## config.mk

```make
export PLATFORM = sky130hd
export DESIGN_NAME = cdsat_ram
export DESIGN_NICKNAME = d
export VERILOG_FILES = /design/src/rtl/core/cdsat_ram.sv
export SDC_FILE = /design/constraint.sdc
export NUM_CORES = 1
export LEC_CHECK = 0
export ABC_AREA = 1
export BUFFER_PORTS_ARGS = -buffer_cell sky130_fd_sc_hd__buf_4
export CORE_MARGIN = 5
export CORE_UTILIZATION = 60
export DETAILED_ROUTE_END_ITERATION = 8
export HOLD_SLACK_MARGIN = 0.06
export PLACE_DENSITY = 0.76
export SYNTH_ARGS = -nofsm -noshare
export SYNTH_HDL_FRONTEND = slang
export SYNTH_SLANG_ARGS = --single-unit
```

## constraint.sdc

```tcl
create_clock -name clk -period 3.2 [get_ports clk]
set_input_delay 0.64 -clock clk [delete_from_list [all_inputs] [get_ports clk]]
set_output_delay 0.64 -clock clk [all_outputs]
set_load 0.05 [all_outputs]
```

## src/rtl/core/cdsat_ram.sv

```systemverilog
// Generic single-write, single-read RAM with a registered read port.
// No dependencies.
module cdsat_ram #(
	parameter int WIDTH = 8,
	parameter int DEPTH = 16,
	localparam int AW = (DEPTH > 1) ? $clog2(DEPTH) : 1
) (
	input logic clk,
	input logic we,
	input logic [AW-1:0] waddr,
	input logic [WIDTH-1:0] wdata,
	input logic [AW-1:0] raddr,
	output logic [WIDTH-1:0] rdata
);
	logic [WIDTH-1:0] mem [DEPTH];

	always_ff @(posedge clk) begin
		if (we) begin
			mem[waddr] <= wdata;
		end
		rdata <= mem[raddr];
	end
endmodule

```

==> results of run 1 <==
==> per-layer routing <==
| metal | wire, um | up-vias |
|---|---|---|
| li1 | - | 1815 |
| met1 | 4730 | 1786 |
| met2 | 6280 | 175 |
| met3 | 965 | 24 |
| met4 | 334 | 0 |
| met5 | 0 | - |
==> stage by stage <==
stage,hold slack (ns),util
3_3_place_gp,0.637,0.644
4_1_cts,0.455,0.713
6_report,0.470,0.713
3_5_place_dp,0.643,0.644
2_1_floorplan,0.607,-
5_1_grt,0.457,0.713
==> worst max-delay path by stage <==
| stage | end | slack (ns) | cells after the start |
|---|---|---|---|
| after floorplan | mem[10][0] | 1.61 | 2 |
| after global placement | mem[14][5] | 1.15 | 4 |
| after detailed placement | mem[14][5] | 1.13 | 4 |
| after CTS | rdata[2] | 1.45 | 1 |
| after global routing | rdata[2] | 1.45 | 1 |
| final | rdata[2] | 1.47 | 1 |
==> registers in the layout, indices dropped and copies added (netlist names) <==
| name | count |
|---|---|
| mem | 128 |
| rdata | 8 |
==> layout by cell type (no fill, tap or decap) <==
cell type / synthesis / layout
dfxtp_1: 8 / 8
nand3_1: 97 / 97
clkinv_4: 0 / 2
clkbuf_16: 0 / 16
nand3b_1: 2 / 2
clkbuf_8: 0 / 1
inv_6: 0 / 1
clkinv_1: 0 / 3
buf_4: 4 / 26
clkinvlp_4: 0 / 1
nor2_1: 17 / 17
inv_1: 100 / 100
buf_12: 0 / 1
inv_2: 2 / 2
bufinv_16: 0 / 6
nand2_1: 173 / 173
edfxtp_1: 128 / 128
clkbuf_1: 0 / 2
==> power breakdown <==
| group | total (mW) | switching [mW] | internal, mW |
|---|---|---|---|
| registers | 2.00 | 0.0130 | 1.99 |
| logic | 0.284 | 0.207 | 0.0776 |
| clock network | 2.12 | 0.705 | 1.42 |
==> kinds of logic after synthesis <==
group | count (synthesis) | synth area share
buf+inv | 126 | 0.0952
flops | 136 | 0.694
simple gates | 289 | 0.210
==> area by class of cell <==
cell class	instances	area (um^2)
tap	129	161
multi-input combinational	289	1210
fill	623	2660
sequential	136	4000
clock inverter	13	225
timing repair buffer	27	215
inverter	102	383
clock buffer	19	422
==> metrics, run 1 <==
status complete, no violations; hold path cells 1; Placed Cells 683; GPL Wtd Cong 0.892; Clock Latency Late Sink 0.51 ns; setup violators final 0; Inserted Diodes 0; Iter 0 DRT Violations 371; initial antenna violation count 0; slew margin rel. 0.423; Static Leak 2.86 nW; DRC Markers 0; Pins Over Slew Limit 0; post-CTS sizing 0; GR Util met2 0.389; CP Class register to output pin; Final Hold Viols 0; Mapped Nets 569; synth top area cells edfxtp_1, nand2_1, nand3_1; total global routing overflow 0; worst hold path type input port to register; Max Clk Rate 0.577 GHz; Row Count 35; Post-Layout Cell Count 715; hold path start wdata[3]; Layout area overhead 14.9%; CTS max path bufs 2; Avg WL per Cell 17.2 um; Post-CTS Setup Bufs 0; Final Instance Area 6620 um^2; largest fanout on the critical path 1; vias in the first global route 3796; post-synthesis async set-or-reset flop share 0; Power Density 666 nW/um^2; routed wire length 12300 um; Worst EP arrival 1.09 ns; core area 9280 um^2; Tot GR Track Use 0.231; Syn Area/Cell 10.5 um^2; r2r endpoint rdata[5]; dpl cell area 5980 um^2; Commonest cells post-synth nand2_1, edfxtp_1, inv_1; crit start category register; Max VDD drop 0.000461 V; Tightest Pin Transition 0.863 ns; nature of the critical path endpoint output pin; via count 3800; DP HPWL 7180 um; count leader, synth nand2_1; met3 usage 0.0537; CTS H-tree depth 4; # hold bufs at CTS 0; clk sinks 136; Most used DFF post-synth edfxtp_1; Die Y-Extent 108 um; die area 11700 um^2; post-route ant nets 0; Final Power 4.41 mW; Yosys reg bits 136; WP buf/inv 1; Die W 108 um; Final Critical Period 1.73 ns; crit-path cells buf_4; CP startpoint rdata[2]; TritonCTS clock tree yes; setup TNS 0 ns; area share of the largest cell type after synthesis 0.667; largest net degree at the start of global routing 65; max incr delay on CP 0.37 ns; unrepaired setup endpoints after global routing false; Reg2Reg Setup Slack 2.13 ns; met1 Track Usage GR 0.293; Post-Synthesis Cell Area 5770 um^2; Syn Inst Count 551; layout cell share with drive strength beyond 1 0.0956; FF-to-FF Start mem[4][5]; YS warnings 0; Place WS 1.13 ns; number of flops mapped to enable cells by yosys 128; R2R cell count 6; initial core utilization 0.621; Cell variety after synth 12; post-synth top area cell edfxtp_1; Worst Hold End mem[2][3]; Via density 5.31; sequential fraction of the synthesis area 0.694; CP required 2.56 ns; period utilization 0.541; MaxCap Viol Count 0; Crit path max-delay family flip-flops; critical path's slowest cell dfxtp_1; first drt pass iteration count 5; Root Driver clkbuf_8; Top Ports 26; Worst Skew 0.00830 ns; port bufs 25; Final #Nets 591; setup ws final 1.47 ns; most crowded layer after global routing met2; CTS Buf Count 17; clock transition at the registers of the reported paths 0.06 ns; first-pass GRT wire length 19800 um
Note: power is estimated with default switching activity, not from simulation.
==> run 2, diff against run 1 <==
--- a/config.mk
+++ b/config.mk
@@ -5,7 +5,7 @@
 export SDC_FILE = /design/constraint.sdc
 export NUM_CORES = 1
 export LEC_CHECK = 0
-export ABC_AREA = 1
+export ABC_AREA = 0
 export BUFFER_PORTS_ARGS = -buffer_cell sky130_fd_sc_hd__buf_4
 export CORE_MARGIN = 5
 export CORE_UTILIZATION = 60
==> constraint.sdc (replaced) <==
create_clock -name clk -period 1.8 [get_ports clk]
set_input_delay 0.36 -clock clk [delete_from_list [all_inputs] [get_ports clk]]
set_output_delay 0.36 -clock clk [all_outputs]
set_load 0.05 [all_outputs]
==> run 2 against run 1 <==
Compared with the run above:
- core utilization grew 4.0 points
- global-route usage shrank 1.6 points
- area after synthesis shrank 11%
- via count shrank 34%
- sequential power grew 78%
- clock skew shrank 0.0032 ns
- wire length shrank 20%
==> metrics, run 2 <==
dpl cell area 5610 um^2 (-6.1%); Layout area overhead 21.5%; Commonest cells post-synth edfxtp_1, mux4_2, a22oi_1; Clock Latency Late Sink 0.52 ns (about the same); unrepaired setup endpoints after global routing false; sequential fraction of the synthesis area 0.778 (+0.0835); wire length on met1 4070 um (-14%); Final #Nets 306 (-48%); sequential power share 0.459 (+0.005); largest net degree at the start of global routing 18 (-72%); slew margin rel. 0.745 (+0.323); Syn Inst Count 229 (-58%); max layer used met4; CP Class register to output pin; status complete, no violations; port bufs 25 (unchanged); crit-path cells buf_4; Max VDD drop 0.00106 V (+130%); clock share of power 0.485 (+0.004); most frequent cells in the layout edfxtp_1, buf_4, mux4_2; Placed Cells 374 (-45%); Inserted Diodes 0 (unchanged); CTS H-tree depth 4 (unchanged); first drt pass iteration count 4 (-1); Die Y-Extent 103 um (-5.0%); Pins Over Slew Limit 0 (unchanged); combinational share of power 0.056 (-0.008); Worst Skew 0.00507 ns (-0.00323 ns); vias in the first global route 2653 (-30%); Place WS 0.0868 ns (-1.04 ns); post-CTS sizing 0 (unchanged); initial core utilization 0.620 (-0.000927); Largest regs mem (128), rdata (8); critical path's slowest cell dfxtp_1; WL met3 673 um (-30%); CTS max path bufs 2 (unchanged); total internal power 6.23 mW (+79%); layout cell share with drive strength beyond 1 0.333 (+0.238); Final Critical Period 1.42 ns; initial antenna violation count 0 (unchanged); MaxCap Viol Count 0 (unchanged); YS warnings 0 (unchanged); first-pass GRT wire length 15400 um (-22%); clk sinks 136 (unchanged); routed wire length 9820 um (-20%); number of flops mapped to enable cells by yosys 128 (unchanged); Mapped Nets 247 (-57%); nature of the critical path endpoint output pin; largest fanout on the critical path 1 (unchanged); fin util 0.754 (+0.0403); # hold bufs at CTS 0 (unchanged); Most used DFF post-synth edfxtp_1; CP required 1.44 ns (-1.12 ns); DR WL met2 4940 um (-21%); Post-CTS Setup Bufs 0 (unchanged); count leader, synth edfxtp_1; setup TNS 0 ns (unchanged); CTS Buf Count 17 (unchanged); Post-Synthesis Cell Area 5150 um^2 (-11%); Syn Area/Cell 22.5 um^2 (+110%); clock transition at the registers of the reported paths 0.06 ns (about the same); max incr delay on CP 0.34 ns (-0.03 ns); area share of the largest cell type after synthesis 0.747 (+0.0802); Tightest Pin Transition 0.382 ns (-0.481 ns); Worst EP arrival 1.06 ns (-0.03 ns); post-route ant nets 0 (unchanged); die area 10500 um^2 (-9.8%); worst hold path type input port to register; Avg WL per Cell 24.2 um (+41%); largest reg by FF count mem; setup violators final 0 (unchanged); Cell variety after synth 19 (+7); Top Ports 26 (unchanged); Crit path max-delay family flip-flops; synth top area cells edfxtp_1, mux4_2, mux4_1; Max Clk Rate 0.702 GHz; fillcell total 450 (-28%); post-synthesis async set-or-reset flop share 0 (unchanged); DRC Markers 0 (unchanged); Static Leak 2.17 nW (-24%); Power Density 1240 nW/um^2 (+86%); setup ws final 0.376 ns (-1.09 ns); via count 2491 (-34%); period utilization 0.791; WP buf/inv 1 (unchanged); Yosys reg bits 136 (unchanged); Net Switching 1.52 mW (+65%); Tot GR Track Use 0.215 (-0.0157); Final Instance Area 6260 um^2 (-5.6%); DP HPWL 6110 um (-15%); crit start category register; max reg flops 128 (unchanged); commonest non-fill, non-tap cell in the layout edfxtp_1; Via density 6.15 (+16%); Final Hold Viols 0 (unchanged); Row Count 33 (-5.7%); Post-Layout Cell Count 405 (-43%); TritonCTS clock tree yes; post-synth top area cell edfxtp_1; Die W 103 um (-5.0%); Root Driver clkbuf_8; total global routing overflow 0 (unchanged); core area 8300 um^2 (-11%); GPL Wtd Cong 0.730 (-18%); Net Sw Frac 0.196 (-0.0133); Iter 0 DRT Violations 212 (-43%)
run 2: changes by cell type in the layout (fill, tap and decap cells not counted), sizes merged, moves of 4 or more:
cell | previous run | this run
a22oi | 0 | 16
mux4 | 0 | 32
inv | 103 | 0
nor2 | 17 | 13
nand3 | 97 | 1
nor3 | 0 | 4
buf | 27 | 50
nand2 | 173 | 9
run 2: metrics by stage:
stage	total power, mW	hold WS [ns]
3_5_place_dp	4.06	0.671
3_3_place_gp	4.05	0.653
2_1_floorplan	3.88	0.459
4_1_cts	7.81	0.117
5_1_grt	8.00	0.135
6_report	7.75	0.140
run 2: power by group through the flow:
stage / clock (mW) / sequential (mW) / combinational [mW]
after global placement: 0 / 3.62 / 0.424
after global routing: 3.97 / 3.57 / 0.465
after detailed placement: 0 / 3.63 / 0.434
final: 3.76 / 3.56 / 0.433
after floorplan: 0 / 3.70 / 0.180
after CTS: 3.81 / 3.56 / 0.438
run 2: worst reg2reg max path, cell delays in order, from the launching register on:
cell      delay (ns)
edfxtp_1        0.36
mux4_1          0.56
a22oi_1         0.22
nand2_1         0.12
run 2: logic make-up (layout without fill, tap and decap cells):
kind of cell,Yosys count,after routing,share of synthesized area
AOI/OAI and AO/OA,16,16,0.0233
buffers and inverters,10,81,0.0168
DFF,136,136,0.778
and+or+nand+nor,35,35,0.0318
muxes,32,32,0.150
run 2: worst paths after layout:
check	startpoint	to	slack, ns	depth (start not counted)
max	rdata[7]	rdata[7]	0.38	1
min	wdata[2]	mem[3][2]	0.14	1
max reg2reg	mem[5][2]	rdata[2]	0.42	3
min reg2reg	mem[14][1]	rdata[1]	0.68	3
run 2: cell type report:
type	instances	area, um^2	area share
well taps	105	131	0.0210
clock buffers	18	418	0.0668
clock inverters	13	228	0.0364
multi-input cells	83	1060	0.170
repair buffers	50	413	0.0660
flip-flops and latches	136	4000	0.640
run 2: layer usage:
layer,track usage,vias up
li1,-,1090
met1,0.288,1278
met2,0.338,107
met3,0.0650,16
met4,0.0807,0
met5,0,-
==> run 3, diff against run 2 <==
==> constraint.sdc (replaced) <==
create_clock -name clk -period 1.4 [get_ports clk]
set_input_delay 0.28 -clock clk [delete_from_list [all_inputs] [get_ports clk]]
set_output_delay 0.28 -clock clk [all_outputs]
set_load 0.05 [all_outputs]
==> run 3 against run 2 <==
Compared with the run above:
- combinational power is 40% higher
- setup slack worse by 0.32 ns
- non-clock buffer count is 15 higher
- largest power group is now sequential cells
- highest routed layer unchanged
==> metrics, run 3 (synthesized netlist as in run 2, its figures left out) <==
Worst EP arrival 1.07 ns (about the same); TritonCTS clock tree yes; layout cell share with drive strength beyond 1 0.377 (+0.0432); Final Hold Viols 0 (unchanged); period utilization 0.963; most frequent cells in the layout edfxtp_1, buf_4, mux4_2; Power Density 1470 nW/um^2 (+19%); CTS max path bufs 2 (unchanged); clk sinks 136 (unchanged); initial antenna violation count 0 (unchanged); status complete, no violations; worst hold path type input port to register; Static Leak 2.22 nW (+2.3%); Post-CTS Setup Bufs 0 (unchanged); Pins Over Slew Limit 0 (unchanged); Worst Skew 0.0116 ns (+0.00657 ns); clock transition at the registers of the reported paths 0.06 ns (about the same); Final Power 9.41 mW (+21%); crit start category register; CP Class register to output pin; vias in the first global route 2651 (-0.075%); via count 2540 (+2.0%); MaxCap Viol Count 0 (unchanged); die area 10500 um^2 (unchanged); Via density 6.03 (-1.9%); Tot GR Track Use 0.209 (-0.00558); WP buf/inv 1 (unchanged); Clock Latency Late Sink 0.51 ns (about the same); port bufs 25 (unchanged); Final #Nets 321 (+4.9%); largest reg by FF count mem; Row Count 33 (unchanged); initial core utilization 0.620 (unchanged); unrepaired setup endpoints after global routing false; Max VDD drop 0.00110 V (+4.1%); CP required 1.12 ns (-0.32 ns); slew margin rel. 0.368 (-0.377); crit-path cells buf_6; routed wire length 9700 um (-1.2%); core area 8300 um^2 (unchanged); Layout area overhead 24.2%; max incr delay on CP 0.38 ns (+0.04 ns); Place WS -0.253 ns (-0.340 ns); Die Y-Extent 103 um (unchanged); Die W 103 um (unchanged); commonest non-fill, non-tap cell in the layout edfxtp_1; largest fanout on the critical path 1 (unchanged); Largest regs mem (128), rdata (8); Root Driver clkbuf_8; Avg WL per Cell 23.0 um (-5.0%); setup violators final 0 (unchanged); setup TNS 0 ns (unchanged); nature of the critical path endpoint output pin; Max Clk Rate 0.742 GHz; GPL Wtd Cong 0.775 (+6.1%); Iter 0 DRT Violations 190 (-10%); Top Ports 26 (unchanged); Inserted Diodes 0 (unchanged); CTS Buf Count 17 (unchanged); largest net degree at the start of global routing 22 (+4); total global routing overflow 0 (unchanged); CTS H-tree depth 4 (unchanged); DRC Markers 0 (unchanged); Crit path max-delay family flip-flops; first drt pass iteration count 5 (+1); Tightest Pin Transition 0.946 ns (+0.564 ns); first-pass GRT wire length 15100 um (-1.7%); setup ws final 0.0525 ns (-0.323 ns); max reg flops 128 (unchanged); post-route ant nets 0 (unchanged); DP HPWL 6390 um (+4.7%); critical path's slowest cell dfxtp_1; Final Critical Period 1.35 ns
run 3: cell count changes in the layout (fill, tap and decap cells not counted), sizes merged:
cell and change:
buf +10, clkbuf +7, dlygate4sd3 +5, bufinv -4, clkinv -3, clkinvlp +1
run 3: metal layers:
| layer | vias to the layer above | GRT usage | routed length, um |
|---|---|---|---|
| li1 | 1125 | - | - |
| met1 | 1291 | 0.287 | 4050 |
| met2 | 109 | 0.325 | 4730 |
| met3 | 15 | 0.0595 | 734 |
| met4 | 0 | 0.0787 | 178 |
| met5 | - | 0 | 0 |
run 3: final timing paths:
path	to	slack, ns	startpoint	cells past startpoint
setup / recovery	rdata[4]	0.05	rdata[4]	1
hold / removal	mem[2][4]	0.09	wdata[4]	1
setup reg to reg	rdata[1]	0.07	mem[8][1]	3
hold reg to reg	rdata[0]	0.67	mem[14][0]	3
run 3: cell type report:
class	instances	area, um^2
flip-flops and latches	136	4010
fillers	414	1910
multi-input cells	83	1120
repair buffers	65	562
clock buffers	25	484
well taps	105	131
clock inverters	7	91.3
run 3: per-stage QoR:
step	cell area, um^2	utilization	hold WS (ns)	cells
3_3_place_gp	5720	0.690	0.577	384
2_1_floorplan	5190	-	0.379	229
6_report	6390	0.770	0.0880	421
4_1_cts	6360	0.766	0.0604	421
5_1_grt	6390	0.770	0.0807	421
3_5_place_dp	5720	0.690	0.593	384
run 3: report_power, final:
group / internal, mW / switching, mW / leakage [nW]
clock network: 2.71 / 1.50 / 0.272
logic: 0.262 / 0.343 / 0.726
registers: 4.56 / 0.0354 / 1.22
run 3: what timing repair did:
item	4_1_cts	5_1_grt
resized for setup	3	7
endpoints found under the setup margin	2	6
endpoints found under the hold margin	55	0
hold buffers	5	0
